<file path="src/rtl/xife_pkg.sv">
// Shared types, register indexes and reset values for the XMP frame encoder.
`timescale 1ns / 1ps
`default_nettype none

package xife_pkg;

  localparam int unsigned CFG_INDEX_W = 3;
  localparam int unsigned CFG_DATA_W  = 32;

  localparam logic [CFG_INDEX_W-1:0] REG_UNIT_TIME     = 3'd0;
  localparam logic [CFG_INDEX_W-1:0] REG_LEADER_TIME   = 3'd1;
  localparam logic [CFG_INDEX_W-1:0] REG_PREFIX_TIME   = 3'd2;
  localparam logic [CFG_INDEX_W-1:0] REG_HALFFRAME_GAP = 3'd3;
  localparam logic [CFG_INDEX_W-1:0] REG_FRAME_GAP     = 3'd4;
  localparam logic [CFG_INDEX_W-1:0] REG_HEADER        = 3'd5;

  localparam logic [9:0]  RST_UNIT_TIME     = 10'd137;
  localparam logic [9:0]  RST_LEADER_TIME   = 10'd212;
  localparam logic [11:0] RST_PREFIX_TIME   = 12'd758;
  localparam logic [15:0] RST_HALFFRAME_GAP = 16'd13560;
  localparam logic [16:0] RST_FRAME_GAP     = 17'd82392;
  localparam logic [31:0] RST_HEADER        = 32'h1B0F4458;

  localparam logic [1:0] BLK_HEADER_A = 2'd0;
  localparam logic [1:0] BLK_DATA_A   = 2'd1;
  localparam logic [1:0] BLK_HEADER_B = 2'd2;
  localparam logic [1:0] BLK_DATA_B   = 2'd3;

  localparam logic [3:0] POS_GAP = 4'd8;

  localparam logic [3:0] NIB_BLOCK_START = 4'd1;
  localparam logic [3:0] NIB_B_MARKER    = 4'd8;

  typedef struct packed {
    logic [9:0]  unit_time;
    logic [9:0]  leader_time;
    logic [11:0] nibble_prefix_time;
    logic [15:0] halfframe_gap;
    logic [16:0] frame_gap;
    logic [31:0] header_nibbles;
  } cfg_t;

  typedef struct packed {
    logic [3:0] hi;
    logic [3:0] lo;
    logic [3:0] chk_a;
    logic [3:0] chk_b;
  } cmd_t;

  typedef struct packed {
    logic [9:0]  mark_us;
    logic [16:0] space_us;
    logic        last;
  } pair_t;

endpackage

`default_nettype wire

</file>
<file path="src/rtl/xife_front.sv">
// Front end: takes key codes, works out the check nibbles and queues frame commands.
`timescale 1ns / 1ps
`default_nettype none

module xife_front
  import xife_pkg::*;
(
  input  wire logic       clk,
  input  wire logic       rst,
  input  wire logic       push,
  output logic            full,
  input  wire logic [7:0] key_code,
  output logic            cmd_valid,
  output cmd_t            cmd,
  input  wire logic       cmd_pop
);

  cmd_t       entries [2];
  logic [1:0] count;
  logic       wr_ptr;
  logic       rd_ptr;
  logic       push_fire;
  logic       pop_fire;
  cmd_t       cmd_in;
  logic [3:0] sum_a;

  always_comb begin
    cmd_in.hi    = key_code[7:4];
    cmd_in.lo    = key_code[3:0];
    sum_a        = NIB_BLOCK_START + key_code[7:4] + key_code[3:0];
    cmd_in.chk_a = 4'd0 - sum_a;
    cmd_in.chk_b = 4'd0 - (sum_a + NIB_B_MARKER);
  end

  assign full      = (count == 2'd2);
  assign cmd_valid = (count != 2'd0);
  assign cmd       = entries[rd_ptr];
  assign push_fire = push && !full;
  assign pop_fire  = cmd_pop && cmd_valid;

  always_ff @(posedge clk) begin
    if (push_fire) begin
      entries[wr_ptr] <= cmd_in;
    end
  end

  always_ff @(posedge clk) begin
    if (rst) begin
      count  <= 2'd0;
      wr_ptr <= 1'b0;
      rd_ptr <= 1'b0;
    end else begin
      if (push_fire) begin
        wr_ptr <= ~wr_ptr;
      end
      if (pop_fire) begin
        rd_ptr <= ~rd_ptr;
      end
      case ({push_fire, pop_fire})
        2'b10:   count <= count + 2'd1;
        2'b01:   count <= count - 2'd1;
        default: count <= count;
      endcase
    end
  end

  a_count_bound: assert property (@(posedge clk) disable iff (rst) count <= 2'd2)
    else $error("command queue count out of range");
  a_ptr_match: assert property (@(posedge clk) disable iff (rst)
    (count == 2'd0 || count == 2'd2) |-> (wr_ptr == rd_ptr))
    else $error("command queue pointers disagree with count");
  a_no_pop_empty: assert property (@(posedge clk) disable iff (rst)
    (cmd_pop && count == 2'd0) |=> (count == 2'd0 || count == 2'd1))
    else $error("command queue underflow");

endmodule

`default_nettype wire

</file>
<file path="src/rtl/xife_back.sv">
// Back end: steps a frame's 36 pairs, one per cycle unless stalled.
`timescale 1ns / 1ps
`default_nettype none

module xife_back
  import xife_pkg::*;
(
  input  wire logic clk,
  input  wire logic rst,
  input  cfg_t      cfg,
  input  wire logic cmd_valid,
  input  cmd_t      cmd,
  output logic      cmd_pop,
  input  wire logic out_space,
  output logic      pair_push,
  output pair_t     pair
);

  logic [1:0]  blk;
  logic [3:0]  pos;
  logic [1:0]  blk_next;
  logic [3:0]  pos_next;
  logic [2:0]  hdr_idx;
  logic [3:0]  nib;
  logic [13:0] scaled;
  logic [14:0] nib_space;
  logic        is_last;
  logic        fire;

  assign hdr_idx = 3'd7 - pos[2:0];
  assign is_last = (blk == BLK_DATA_B) && (pos == POS_GAP);
  assign fire    = cmd_valid && out_space;

  always_comb begin
    nib = 4'd0;
    case (blk)
      BLK_HEADER_A, BLK_HEADER_B: nib = cfg.header_nibbles[{hdr_idx, 2'b00} +: 4];
      BLK_DATA_A, BLK_DATA_B: begin
        case (pos[2:0])
          3'd0:    nib = NIB_BLOCK_START;
          3'd1:    nib = (blk == BLK_DATA_A) ? cmd.chk_a : cmd.chk_b;
          3'd2:    nib = (blk == BLK_DATA_B) ? NIB_B_MARKER : 4'd0;
          3'd4:    nib = cmd.hi;
          3'd5:    nib = cmd.lo;
          default: nib = 4'd0;
        endcase
      end
      default: nib = 4'd0;
    endcase
  end

  assign scaled    = cfg.unit_time * nib;
  assign nib_space = {3'd0, cfg.nibble_prefix_time} + {1'b0, scaled};

  always_comb begin
    pair.mark_us = cfg.leader_time;
    pair.last    = is_last;
    if (pos != POS_GAP) begin
      pair.space_us = {2'd0, nib_space};
    end else begin
      case (blk)
        BLK_DATA_A: pair.space_us = cfg.frame_gap;
        BLK_DATA_B: pair.space_us = 17'd0;
        default:    pair.space_us = {1'b0, cfg.halfframe_gap};
      endcase
    end
  end

  always_comb begin
    blk_next = blk;
    pos_next = pos + 4'd1;
    if (pos == POS_GAP) begin
      pos_next = 4'd0;
      blk_next = blk + 2'd1;
    end
  end

  assign pair_push = fire;
  assign cmd_pop   = fire && is_last;

  always_ff @(posedge clk) begin
    if (rst) begin
      blk <= BLK_HEADER_A;
      pos <= 4'd0;
    end else if (fire) begin
      blk <= blk_next;
      pos <= pos_next;
    end
  end

  a_pos_range: assert property (@(posedge clk) disable iff (rst) pos <= POS_GAP)
    else $error("pair position out of range");
  a_pop_wraps: assert property (@(posedge clk) disable iff (rst)
    cmd_pop |=> (blk == BLK_HEADER_A && pos == 4'd0))
    else $error("frame did not restart after its final pair");
  a_hold_stall: assert property (@(posedge clk) disable iff (rst)
    !fire |=> ($stable(blk) && $stable(pos)))
    else $error("sequencer moved without emitting a pair");

endmodule

`default_nettype wire

</file>
<file path="src/rtl/xife_out_fifo.sv">
// Two-entry result queue that decouples the sequencer from the result consumer.
`timescale 1ns / 1ps
`default_nettype none

module xife_out_fifo
  import xife_pkg::*;
(
  input  wire logic clk,
  input  wire logic rst,
  input  wire logic pair_push,
  input  pair_t     pair_in,
  output logic      out_space,
  output logic      empty,
  input  wire logic pop,
  output pair_t     pair_out
);

  pair_t      entries [2];
  logic [1:0] count;
  logic       wr_ptr;
  logic       rd_ptr;
  logic       pop_fire;

  assign empty     = (count == 2'd0);
  assign pop_fire  = pop && !empty;
  assign out_space = (count != 2'd2) || pop_fire;
  assign pair_out  = entries[rd_ptr];

  always_ff @(posedge clk) begin
    if (pair_push) begin
      entries[wr_ptr] <= pair_in;
    end
  end

  always_ff @(posedge clk) begin
    if (rst) begin
      count  <= 2'd0;
      wr_ptr <= 1'b0;
      rd_ptr <= 1'b0;
    end else begin
      if (pair_push) begin
        wr_ptr <= ~wr_ptr;
      end
      if (pop_fire) begin
        rd_ptr <= ~rd_ptr;
      end
      case ({pair_push, pop_fire})
        2'b10:   count <= count + 2'd1;
        2'b01:   count <= count - 2'd1;
        default: count <= count;
      endcase
    end
  end

  a_no_overflow: assert property (@(posedge clk) disable iff (rst)
    (count == 2'd2 && !pop_fire) |-> !pair_push)
    else $error("result queue overflow");
  a_count_bound: assert property (@(posedge clk) disable iff (rst) count <= 2'd2)
    else $error("result queue count out of range");
  a_ptr_match: assert property (@(posedge clk) disable iff (rst)
    (count == 2'd0 || count == 2'd2) |-> (wr_ptr == rd_ptr))
    else $error("result queue pointers disagree with count");

endmodule

`default_nettype wire

</file>
<file path="src/rtl/xmp_ir_frame_encoder.sv">
// Top level of the XMP infrared frame encoder: registers, front end, sequencer, result queue.
//
//   Channel   Signals                          Beat
//   input     push, full, key_code             one key code
//   result    empty, pop, mark_us/space_us/last one mark/space pair
//   config    cfg_we, cfg_index, cfg_data      one register write
//
// Each key code yields 36 pairs; the back-end sequencer emits one pair per cycle while a
// command is queued and the result queue has room; a queued frame follows without a gap.
// An accepted key code is registered in the command queue; its pairs pass the result queue.
// Synchronous reset empties both queues, restarts the sequencer and loads register defaults.
// A stalled result side holds the sequencer; the two-entry command queue takes keys until full.
`timescale 1ns / 1ps
`default_nettype none

module xmp_ir_frame_encoder
  import xife_pkg::*;
(
  input  wire logic                   clk,
  input  wire logic                   rst,
  input  wire logic                   push,
  output logic                        full,
  input  wire logic [7:0]             key_code,
  output logic                        empty,
  input  wire logic                   pop,
  output logic [9:0]                  mark_us,
  output logic [16:0]                 space_us,
  output logic                        last,
  input  wire logic                   cfg_we,
  input  wire logic [CFG_INDEX_W-1:0] cfg_index,
  input  wire logic [CFG_DATA_W-1:0]  cfg_data
);

  cfg_t  cfg;
  logic  cmd_valid;
  cmd_t  cmd;
  logic  cmd_pop;
  logic  out_space;
  logic  pair_push;
  pair_t pair_gen;
  pair_t pair_head;

  always_ff @(posedge clk) begin
    if (rst) begin
      cfg.unit_time          <= RST_UNIT_TIME;
      cfg.leader_time        <= RST_LEADER_TIME;
      cfg.nibble_prefix_time <= RST_PREFIX_TIME;
      cfg.halfframe_gap      <= RST_HALFFRAME_GAP;
      cfg.frame_gap          <= RST_FRAME_GAP;
      cfg.header_nibbles     <= RST_HEADER;
    end else if (cfg_we) begin
      case (cfg_index)
        REG_UNIT_TIME:     cfg.unit_time          <= cfg_data[9:0];
        REG_LEADER_TIME:   cfg.leader_time        <= cfg_data[9:0];
        REG_PREFIX_TIME:   cfg.nibble_prefix_time <= cfg_data[11:0];
        REG_HALFFRAME_GAP: cfg.halfframe_gap      <= cfg_data[15:0];
        REG_FRAME_GAP:     cfg.frame_gap          <= cfg_data[16:0];
        REG_HEADER:        cfg.header_nibbles     <= cfg_data;
        default:           cfg <= cfg;
      endcase
    end
  end

  xife_front u_front (
    .clk       (clk),
    .rst       (rst),
    .push      (push),
    .full      (full),
    .key_code  (key_code),
    .cmd_valid (cmd_valid),
    .cmd       (cmd),
    .cmd_pop   (cmd_pop)
  );

  xife_back u_back (
    .clk       (clk),
    .rst       (rst),
    .cfg       (cfg),
    .cmd_valid (cmd_valid),
    .cmd       (cmd),
    .cmd_pop   (cmd_pop),
    .out_space (out_space),
    .pair_push (pair_push),
    .pair      (pair_gen)
  );

  xife_out_fifo u_out (
    .clk       (clk),
    .rst       (rst),
    .pair_push (pair_push),
    .pair_in   (pair_gen),
    .out_space (out_space),
    .empty     (empty),
    .pop       (pop),
    .pair_out  (pair_head)
  );

  assign mark_us  = pair_head.mark_us;
  assign space_us = pair_head.space_us;
  assign last     = pair_head.last;

endmodule

`default_nettype wire

</file>
<file path="config.mk">
export PLATFORM = sky130hd
export DESIGN_NAME = xmp_ir_frame_encoder
export DESIGN_NICKNAME = d
export VERILOG_FILES = /design/src/rtl/xife_pkg.sv /design/src/rtl/xife_front.sv /design/src/rtl/xife_back.sv /design/src/rtl/xife_out_fifo.sv /design/src/rtl/xmp_ir_frame_encoder.sv
export SDC_FILE = /design/constraint.sdc
export NUM_CORES = 1
export LEC_CHECK = 0
export ABC_AREA = 1
export CAP_MARGIN = 40
export CORE_MARGIN = 5
export CORE_UTILIZATION = 66
export DETAILED_ROUTE_END_ITERATION = 12
export DONT_BUFFER_PORTS = 1
export PLACE_DENSITY_LB_ADDON = 0.1
export SYNTH_ARGS = -nofsm -noshare
export SYNTH_HDL_FRONTEND = slang
export SYNTH_HIERARCHICAL = 1
export SYNTH_SLANG_ARGS = --single-unit
</file>
<file path="constraint.sdc">
create_clock -name clk -period 6.5 [get_ports clk]
set_input_delay 1.3 -clock clk [delete_from_list [all_inputs] [get_ports clk]]
set_output_delay 1.3 -clock clk [all_outputs]
set_load 0.01 [all_outputs]
</file>
# Word-level counts from Yosys, hierarchy flattened
# Memory sizes are Yosys's and may differ from the RTL's. A register that Yosys moved wholly into a read port is not among the register bits.
# Cells that the tools add are included.
[totals] latch_bits=0 out_inout_bits=30 mem_bits_ro=0 n_memories=2 register_bits=111 inputBits=48 elab_cells=97 mem_bits_rw=88
[memory_table] memory="u_out.entries" depth=2 word_bits=28 rd=1 rd_ports_with_merged_regs=1 wr=1 line="xife_out_fifo.sv:18" source="pair_t entries [2];"
[memory_table] memory="u_front.entries" depth=2 word_bits=16 rd=1 rd_ports_with_merged_regs=1 wr=1 line="xife_front.sv:18" source="cmd_t entries [2];"
[op_classes] n_reduce_logical=25 div_mod_pow=0 order_cmp=0 add_sub_neg=13 eq_ne=20 n_mux=17 multipliers=1 n_bitwise=4 n_shift=1
[ops] operator="$pmux 17 s2" count=1
[ops] operator="$shiftx 32x6->4" count=1
[ops] operator="$pmux 4 s5" count=1
[ops] operator="$mux 17" count=1
[ops] operator="$add 12x14->15" count=1
[ops] operator="$mul 10x4->14" count=1
[ops] operator="$reduce_and 2->1" count=7
[ops] operator="$eq 3x3->1 const B" count=4
[ops] operator="$mux 4" count=3
[ops] operator="$eq 2x2->1 const B" count=5
[ops] operator="$eq 3x2->1 const B" count=3
[ops] operator="$mux 1" count=8
[ops] operator="$pmux 2 s2" count=2
[ops] operator="$pmux 4 s2" count=1
[ops] operator="$sub 1x4->4 const A" count=2
[ops] operator="$add 2x1->2 const B" count=3
[ops] operator="$eq 2x1->1 const B" count=3
[ops] operator="$eq 3x1->1 const B" count=2
[ops] operator="$logic_and 1x1->1" count=6
[ops] operator="$logic_not 3->1" count=2
[ops] operator="$reduce_bool 2->1" count=3
[ops] operator="$add 1x4->4 const A" count=1
[ops] operator="$add 4x1->4 const B" count=1
[ops] operator="$add 4x4->4" count=1
[ops] operator="11 further kinds" count=18

# Depth between registers and ports, before layout
# Gate-level depths: netlist of the first run.
[logic_depth] depth_word=9 ltp_mapped=26 mapped_depth_nobuf=26

# Cells and area by module
# Netlist of the first run, hierarchy kept.
[modules_own_cells] mod="xmp_ir_frame_encoder" cells_per_inst=522 seq_area_each_um2=1941.9 area_each_um2=3743.6 n_inst=1
[modules_own_cells] mod="xife_back" cells_per_inst=494 seq_area_each_um2=120.1 area_each_um2=3067.9 n_inst=1
[modules_own_cells] mod="xife_out_fifo" cells_per_inst=123 seq_area_each_um2=1781.7 area_each_um2=2356.0 n_inst=1
[modules_own_cells] mod="xife_front" cells_per_inst=114 seq_area_each_um2=880.8 area_each_um2=1422.6 n_inst=1

# Least setup slack after synthesis of the first run
# Ideal clock, no wire load.
[synth_path] path_kind="register to register" start="register (tool-made name)" end="memory u_out/entries[0][10] in the netlist's numbering (data pin)" required_time_ps=6244 t_arrival_ps=4043 setup_slack_ps=2201 path_buffers=2 synth_period_minus_slack_ps=4299 setup_time_ps=256 stages_incl_launch_ff=23 path_cell_list="dfxtp_1 -> buf_4 -> mux2_1 -> buf_4 -> o21ai_0 -> nand4_1 -> nand2_4 -> nor2_1 -> fa_1 -> fa_1 -> inv_1 -> fa_1 -> inv_1 -> ha_1 -> nand2_1 -> nand2_1 -> inv_1 -> nand2_1 -> nand2_1 -> nand2_1 -> xor2_1 -> nand2_1 -> nand2_1"
[synth_lines] element="end: declaration" line="xife_out_fifo.sv:18"

==> flow_metrics.tcl, run 1 <==
set metrics [dict create \
    ios 78 \
    nNetsFinal 1336 \
    vias 7895 \
    gr-total-overflow 0 \
    cts_sinks 195 \
    layout.cells.most_common "nand2_1" \
    hold_viol 0 \
    placedInstanceArea_um2 10600 \
    setup_viol 0 \
    coreArea_um2 15800 \
    grt_setup_unrepaired "no" \
    grt_pass1_wl_um 37400 \
    ctsHoldBuffers 0 \
    syn-num-nets 1364 \
    clock_latency_ps 440 \
    grt_util_all_layers_pct 25.8 \
    required_ps 6680 \
    yosysSeqAreaShare_pct 44.6 \
    area_growth_pct 5.18 \
    wire_per_inst_um 16.0 \
    period_share_pct 78.8 \
    drc 0 \
    htree_levels 4 \
    antenna_left 0 \
    synth-main-ff-cell "dfxtp_1" \
    skew_ps 10.8 \
    crit_arrival_ps 5300 \
    synth_area_leaders "edfxtp_1 (23%), dfxtp_1 (21%), nand2_1 (10%)" \
    ir_drop_uv 207 \
    cts_resized 0 \
    final_max_slew_viol_count 0 \
    synthesis.instances 1253 \
    ys_warn_count 6 \
    crit_fanout 20 \
    portBuffers 0 \
    antenna_found_initial 0 \
    fillerInstances 1305 \
    cellPowerDensity_nw_per_um2 312 \
    gp_routability_congestion 0.882 \
    viasPerCell 5.43 \
    power.leakage_uw 0.00506 \
    slew_headroom_pct 41.3 \
    numCtsBuffers 17 \
    tightest_slew_ps 881 \
    synth_top_area_share_pct 23.3 \
    firstDrtPassIters 5 \
    drt_iter0_markers 753 \
    antenna_cells 0 \
    synth_edf_count 82 \
    period_needed_ps 5120 \
    grt_pass1_vias 7402 \
    syn_avg_cell_area_um2 8.45 \
    cts_buffer_depth 2 \
    fp.dieArea_um2 18700 \
    num_rows 46 \
    seq_area_um2 4730 \
    multi_input_area_um2 4870 \
    yosysUniqueCellTypes 46 \
    maxCapViolations 0 \
    critPathCaptureType "flip-flop" \
    yosys.area.top_type "edfxtp_1" \
    die_w_um 137 \
    routed_wl_um 23200 \
    tns_ps 0 \
    path_clk_slew_ps 70 \
    drive_above_1_share_pct 9.29 \
    max_clock_freq_ghz 0.195 \
    fin_area_um2 11100 \
    critPathKind "reg2reg" \
    outcome "finished, final reports clean" \
    initial_core_util_pct 66.9 \
    postCtsSetupBuffers 0 \
    cts_tree "done" \
    grt_max_degree 84 \
    synth-seq-cells 195 \
    die_y_um 137 \
    layout_common_cells "nand2_1 (292), nor2_1 (188), nand3_1 (155), inv_1 (145), dfxtp_1 (112)" \
    hpwl_um 17000 \
    min_path_type "reg2reg" \
    cp-start-kind "flip-flop" \
    synth_area_um2 10600 \
    synth_async_sr_flop_share_pct 0 \
    root_buffer "clkbuf_16" \
]
-- where the power goes --
part	switching [uW]	internal, uW
sequential	66.1	1430
combinational	601	357
clock	505	515
-- state kept, by name (all words and copies together), names as in the netlist, 2 cells and up, named ones only --
signal	cells
u_front/count	2
u_back/pos	4
u_back/blk	2
u_out/entries	56
cfg	97
u_front/entries	26
u_out/count	2
-- routing by layer --
metal	GRT usage (%)	vias up	routed length [um]
met5	0	-	0
met2	41.4	251	10900
met3	5.88	41	1640
met4	9.85	0	732
li1	-	3959	-
met1	34.2	3644	9950
-- per-stage QoR --
| step | total power (uW) | instances | setup slack [ps] | util [%] | hold slack, ps |
|---|---|---|---|---|---|
| floorplan | 2300 | 1253 | 2200 | - | 429 |
| global placement | 2460 | 1418 | 1500 | 66.3 | 434 |
| detailed placement | 2480 | 1422 | 1440 | 66.7 | 443 |
| CTS | 3500 | 1454 | 1420 | 70.4 | 462 |
| global route | 3700 | 1454 | 1000 | 70.4 | 473 |
| finish | 3480 | 1454 | 1380 | 70.4 | 461 |
-- cells by family after synthesis --
| group | share of synthesized area, % |
|---|---|
| simple gates | 27.7 |
| buf+inv | 9.49 |
| flops | 44.6 |
| fa+ha+maj | 9.43 |
| compound gates | 3.21 |
| mux | 5.07 |
| xor+xnor | 0.496 |
-- path summary, 6_finish.rpt --
kind                       from                    to  slack, ps  depth (start not counted)
setup / recovery  u_back/pos[0]  u_out/entries[1][13]       1380                         20
hold / removal          cfg[10]               cfg[10]        460                          2
setup reg to reg  u_back/pos[0]  u_out/entries[1][13]       1380                         20
hold reg to reg         cfg[10]               cfg[10]        460                          2
-- area by class of cell --
type,instances,area share [%]
Multi-Input combinational cell,847,43.7
Inverter,155,5.31
Sequential cell,195,42.4
Clock inverter,15,1.44
Timing Repair Buffer,9,0.887
Tap cell,216,2.43
Clock buffer,17,3.82
-- critical path, stage by stage (launching register included) --
cell	delay, ps
dfxtp_1	870
inv_8	140
ha_1	300
nand2_1	80
inv_1	60
a21oi_1	170
nand3_1	190
nand2_4	160
nor2_1	70
fa_1	500
fa_1	540
inv_1	50
fa_1	490
inv_1	40
ha_1	360
nand2_1	100
nand2_1	80
a21oi_1	240
nand4_1	140
nand3_1	150
nand2_1	120
-- cell usage after synthesis (all sizes together) (2+ instances only) --
master / number
or2: 4
xnor2: 2
dfxtp: 113
nand4: 10
o21ai: 15
a31oi: 3
nand2: 302
nor2: 202
clkbuf: 6
a211oi: 2
edfxtp: 82
inv: 154
mux2: 41
a21oi: 17
ha: 35
fa: 28
a32oi: 5
nand3: 160
buf: 50
nor3: 5
xor2: 4
a22oi: 7
(Power assumes the default switching activity.)
==> run 2: changes to the inputs <==
--- a/config.mk
+++ b/config.mk
@@ -5,10 +5,10 @@
 export SDC_FILE = /design/constraint.sdc
 export NUM_CORES = 1
 export LEC_CHECK = 0
-export ABC_AREA = 1
+export ABC_AREA = 0
 export CAP_MARGIN = 40
 export CORE_MARGIN = 5
-export CORE_UTILIZATION = 66
+export CORE_UTILIZATION = 58
 export DETAILED_ROUTE_END_ITERATION = 12
 export DONT_BUFFER_PORTS = 1
 export PLACE_DENSITY_LB_ADDON = 0.1
==> constraint.sdc (replaced) <==
create_clock -name clk -period 4.55 [get_ports clk]
set_input_delay 0.91 -clock clk [delete_from_list [all_inputs] [get_ports clk]]
set_output_delay 0.91 -clock clk [all_outputs]
set_load 0.01 [all_outputs]
==> run 2 against run 1 <==
Net effect:
- the flow now finishes with violations (negative setup slack)
- area after synthesis shrank 1.2%
- final area grew 9.4%
- sequential share of layout area shrank 3.6 points
- first-iteration DRC count shrank 27%
- register-to-register slack lost 1500 ps
- hold slack lost 5.1 ps
- sequential cell count is the same
- critical endpoint is now u_out/entries[1][11]
- highest routed layer unchanged
==> flow_metrics.tcl, run 2 <==
set metrics [dict create \
    outcome "complete, but fails checks" \
    violations "negative setup slack" \
    placedInstanceArea_um2 10900 \
    wl_met2_um 11800 \
    yosysSeqAreaShare_pct 45.1 \
    die_w_um 144 \
    highest_layer "met4" \
    htree_levels 4 \
    drt_iter0_markers 549 \
    path_clk_slew_ps 70 \
    fin_area_um2 12200 \
    synth_top_area_share_pct 23.5 \
    wire_per_inst_um 20.4 \
    gr-total-overflow 0 \
    ys_warn_count 6 \
    period_needed_ps 4690 \
    syn-num-nets 1043 \
    cts_sinks 195 \
    die_y_um 144 \
    antenna_found_initial 0 \
    area_growth_pct 16.4 \
    whs_ps 456 \
    largest-register "cfg" \
    cp-start-kind "flip-flop" \
    initial_core_util_pct 58.7 \
    wl_met3_um 1240 \
    fillerInstances 1249 \
    crit_arrival_ps 4870 \
    grt_setup_unrepaired "yes" \
    fin_ws_ps -137 \
    tightest_slew_ps 862 \
    skew_ps 8.57 \
    hpwl_um 17000 \
    min_path_type "reg2reg" \
    hold_viol 0 \
    layout_common_cells "dfxtp_1 (109), mux2i_1 (99), nor2_1 (88), nand2b_1 (82), edfxtp_1 (82)" \
    fin_util_pct 68.3 \
    ios 78 \
    layout.cells.most_common "dfxtp_1" \
    crit_fanout 7 \
    cts_tree "done" \
    slew_headroom_pct 42.4 \
    wl_met1_um 11300 \
    viasPerCell 5.70 \
    grt_pass1_wl_um 38200 \
    synth_area_um2 10500 \
    synth_async_sr_flop_share_pct 0 \
    ctsHoldBuffers 0 \
    drive_above_1_share_pct 25.6 \
    period_share_pct 103 \
    setup_viol 16 \
    nNetsFinal 1075 \
    portBuffers 0 \
    critPathCaptureType "flip-flop" \
    synth-seq-cells 195 \
    fp.dieArea_um2 20800 \
    firstDrtPassIters 5 \
    syn_avg_cell_area_um2 11.2 \
    yosysMostFrequentCell "dfxtp_1" \
    drc 0 \
    antenna_cells 0 \
    num_rows 49 \
    power.leakage_uw 0.00495 \
    required_ps 4730 \
    routed_wl_um 24600 \
    maxCapViolations 0 \
    synthTopCellsByCount "dfxtp_1 (113), mux2i_1 (106), nor2_1 (93), edfxtp_1 (82), nand2b_1 (82)" \
    cts_buffer_depth 2 \
    vias 6871 \
    synth-main-ff-cell "dfxtp_1" \
    coreArea_um2 17800 \
    reg2reg_slack_ps -140 \
    dpl_worst_slack_ps -354 \
    synthesis.instances 932 \
    antenna_left 0 \
    final_max_slew_viol_count 0 \
    grt_pass1_vias 7128 \
    root_buffer "clkbuf_16" \
    gp_routability_congestion 0.904 \
    grt_max_degree 160 \
    numCtsBuffers 17 \
    yosys.area.top_type "edfxtp_1" \
    clock_latency_ps 430 \
    max_clock_freq_ghz 0.213 \
    ir_drop_uv 286 \
    yosysUniqueCellTypes 64 \
    cellPowerDensity_nw_per_um2 411 \
    critPathKind "reg2reg" \
    grt_util_all_layers_pct 23.8 \
    synth_area_leaders "edfxtp_1 (24%), dfxtp_1 (22%), mux2i_1 (10%)" \
    largest_registers "cfg (97), u_out/entries (56), u_front/entries (26)" \
    synth_edf_count 82 \
    largest_reg_flops 97 \
]
run 2: what timing repair did:
action                                  4_1_cts  5_1_grt
setup buffers                                12        7
endpoints found under the setup margin       22       22
pin swaps                                    62       25
cloned                                        1        0
resized for setup                            66       57
run 2: cell type report:
class	count	area, um^2	share of cell area, %
clock buffers	21	503	4.13
well taps	229	287	2.35
repair buffers	75	653	5.36
flip-flops and latches	195	4730	38.9
multi-input cells	610	5670	46.6
inverters	65	244	2.00
clock inverters	11	88.8	0.729
run 2: kinds of logic after synthesis:
logic type	after synthesis	share of synthesized area, %
AO/OA/AOI/OAI	88	5.80
XOR/XNOR	22	2.09
adder cells (fa/ha/maj)	63	9.54
buffers and inverters	128	5.97
flip-flops	195	45.1
multiplexers	156	16.6
AND/OR/NAND/NOR	280	14.8
run 2: worst paths after layout:
path,from,end,depth (start not counted)
worst max-delay path,u_back/pos[0],u_out/entries[1][11],18
worst min-delay path,cfg[81],u_out/entries[0][22],0
worst max register to register,u_back/pos[0],u_out/entries[1][11],18
worst min register to register,cfg[81],u_out/entries[0][22],0
run 2: metal layers:
layer,global-route usage [%],vias to the layer above
li1,-,3255
met1,33.9,3430
met2,37.8,156
met3,4.23,30
met4,6.38,0
met5,0,-
run 2: power breakdown:
part	internal (uW)	total [uW]	switching, uW
clock	806	1480	674
sequential	2020	2090	65.5
combinational	687	1440	752
run 2: through the flow:
stage | total power (uW) | cells | setup TNS [ps]
after CTS | 4850 | 1200 | -529
after floorplan | 2940 | 932 | 0
after global routing | 5230 | 1206 | -3680
after global placement | 3210 | 1152 | -3080
final | 5010 | 1206 | -1330
after detailed placement | 3260 | 1155 | -5390
run 2: critical path: stages, from the launching register on:
cell     delay (ps)
dfxtp_4         420
buf_12          130
mux4_2          540
mux2i_4         260
o32ai_4         130
and2_4          180
fa_1            450
fa_1            490
inv_1            50
fa_1            490
inv_2            40
ha_4            230
a21oi_4         160
buf_6           130
o21ai_4          60
a21oi_4         190
buf_6           150
mux2i_2         250
nor2_2           80
==> run 3: changes to the inputs <==
--- a/config.mk
+++ b/config.mk
@@ -11,7 +11,7 @@
 export CORE_UTILIZATION = 58
 export DETAILED_ROUTE_END_ITERATION = 12
 export DONT_BUFFER_PORTS = 1
-export PLACE_DENSITY_LB_ADDON = 0.1
+export PLACE_DENSITY = 0.86
 export SYNTH_ARGS = -nofsm -noshare
 export SYNTH_HDL_FRONTEND = slang
 export SYNTH_HIERARCHICAL = 1
==> run 3 against run 2 <==
Net effect:
- the run still ends with negative setup slack left
- clock power rose by 3%
- register-to-register slack worse by 70 ps
- count of clock-buffer cells in the layout is 3 lower
- first-iteration DRC count rose by 7.1%
- total power fell by 1.7%
- worst setup slack worse by 74 ps
- global-route usage fell by 0.21 points
- highest routed layer unchanged
==> flow_metrics.tcl, run 3 (synthesis gave the netlist of run 2 again) <==
set metrics [dict create \
    fillerInstances 1215 \
    min_path_type "reg2reg" \
    cts_buffer_depth 2 \
    maxCapViolations 0 \
    drt_iter0_markers 588 \
    drc 0 \
    grt_util_all_layers_pct 23.6 \
    path_clk_slew_ps 70 \
    largest_registers "cfg (97), u_out/entries (56), u_front/entries (26)" \
    cp-start-kind "flip-flop" \
    cellPowerDensity_nw_per_um2 413 \
    outcome "complete, but fails checks" \
    numCtsBuffers 17 \
    hold_end "u_out/entries[0][20]" \
    antenna_cells 0 \
    ir_drop_uv 297 \
    cts_tree "done" \
    coreArea_um2 17800 \
    grt_setup_unrepaired "yes" \
    power.leakage_uw 0.00484 \
    period_needed_ps 4760 \
    crit_fanout 7 \
    wire_per_inst_um 20.1 \
    crit_arrival_ps 4950 \
    gp_routability_congestion 0.854 \
    slew_headroom_pct 49.6 \
    grt_pass1_vias 7259 \
    hold_viol 0 \
    die_y_um 144 \
    antenna_found_initial 0 \
    initial_core_util_pct 58.7 \
    largest_reg_flops 97 \
    crit-reg2reg-capture "u_out/entries[0][10]" \
    final_max_slew_viol_count 0 \
    htree_levels 4 \
    critPathCaptureType "flip-flop" \
    viasPerCell 5.89 \
    grt_max_degree 160 \
    tightest_slew_ps 754 \
    drive_above_1_share_pct 22.0 \
    fin_ws_ps -211 \
    fp.dieArea_um2 20800 \
    fin_area_um2 11900 \
    root_buffer "clkbuf_16" \
    antenna_left 0 \
    layout.cells.most_common "dfxtp_1" \
    critPathKind "reg2reg" \
    worstRegToRegCells 17 \
    skew_ps 14.0 \
    fin_util_pct 66.8 \
    die_w_um 144 \
    portBuffers 0 \
    nNetsFinal 1069 \
    largest-register "cfg" \
    cts_sinks 195 \
    firstDrtPassIters 5 \
    vias 7068 \
    num_rows 49 \
    area_growth_pct 13.8 \
    ios 78 \
    violations "negative setup slack" \
    placedInstanceArea_um2 10900 \
    hold_path_depth 0 \
    required_ps 4740 \
    routed_wl_um 24100 \
    clock_latency_ps 450 \
    reg2reg_slack_ps -210 \
    p_total_uw 4920 \
    period_share_pct 105 \
    grt_pass1_wl_um 38100 \
    setup_viol 20 \
    max_clock_freq_ghz 0.210 \
    gr-total-overflow 0 \
    hpwl_um 15800 \
    hold_path_startpoint "cfg[79]" \
    layout_common_cells "dfxtp_1 (109), mux2i_1 (103), nor2_1 (90), nand2b_1 (82), edfxtp_1 (82)" \
]
-- run 3: cell type report --
cell class	count	area, um^2	share of cell area (%)
clock buffer	18	439	3.69
clock inverter	14	160	1.34
multi-input combinational	612	5490	46.1
timing repair buffer	67	562	4.72
tap	229	287	2.41
inverter	65	244	2.05
sequential	195	4730	39.7
-- run 3: layer usage --
metal	vias up	routed length, um	track usage, %
li1	3249	-	-
met1	3458	10100	30.5
met2	297	11600	38.2
met3	64	1540	5.26
met4	0	881	10.5
met5	-	0	0
-- run 3: where the power goes --
group	total [uW]	leakage [uW]	internal (uW)	switching, uW
Combinational	1320	0.00288	617	705
Clock	1520	0.000293	799	722
Sequential	2080	0.00167	2020	59.2
Total	4920	0.00484	3440	1490
-- run 3: how the worst max path moves through the flow --
stage / startpoint / cells after the start / to
final: flip-flop / 17 / u_out/entries[0][10]
after global routing: u_back/blk[1] / 18 / u_out/entries[0][10]
after CTS: u_back/pos[0] / 17 / u_out/entries[0][15]
after detailed placement: u_back/pos[0] / 15 / u_out/entries[0][14]
after global placement: u_back/pos[0] / 17 / u_out/entries[0][15]
after floorplan: flip-flop / 19 / u_out/entries[0][13]
-- run 3: critical path: stages (launching register included) --
cell and delay, ps:
dfxtp_4 400, buf_6 140, mux2_2 330, a22o_1 240, a21oi_4 260, o32ai_4 160, and2_4 170, fa_1 470
fa_1 500, inv_1 50, fa_1 490, inv_2 40, ha_4 300, nand2_4 60, o211ai_1 310, a21oi_2 100
buf_4 140, a211o_1 320
-- run 3: stage by stage --
step | TNS (ps) | setup slack, ps | std cells | hold WS (ps)
floorplan | 0 | 6.82 | 932 | 444
global placement | -4190 | -422 | 1150 | 433
detailed placement | -6020 | -504 | 1152 | 444
CTS | -1150 | -113 | 1196 | 462
global route | -5720 | -370 | 1200 | 482
finish | -2620 | -211 | 1200 | 457
-- run 3: repair_timing --
item / in CTS / in global routing
cloned: 4 / 0
pin swaps: 25 / 26
hold buffers: 0 / 0
hold endpoints to repair: 0 / 0
buffers inserted: 8 / 4
endpoints found under the setup margin: 22 / 22
gates resized for setup: 52 / 23
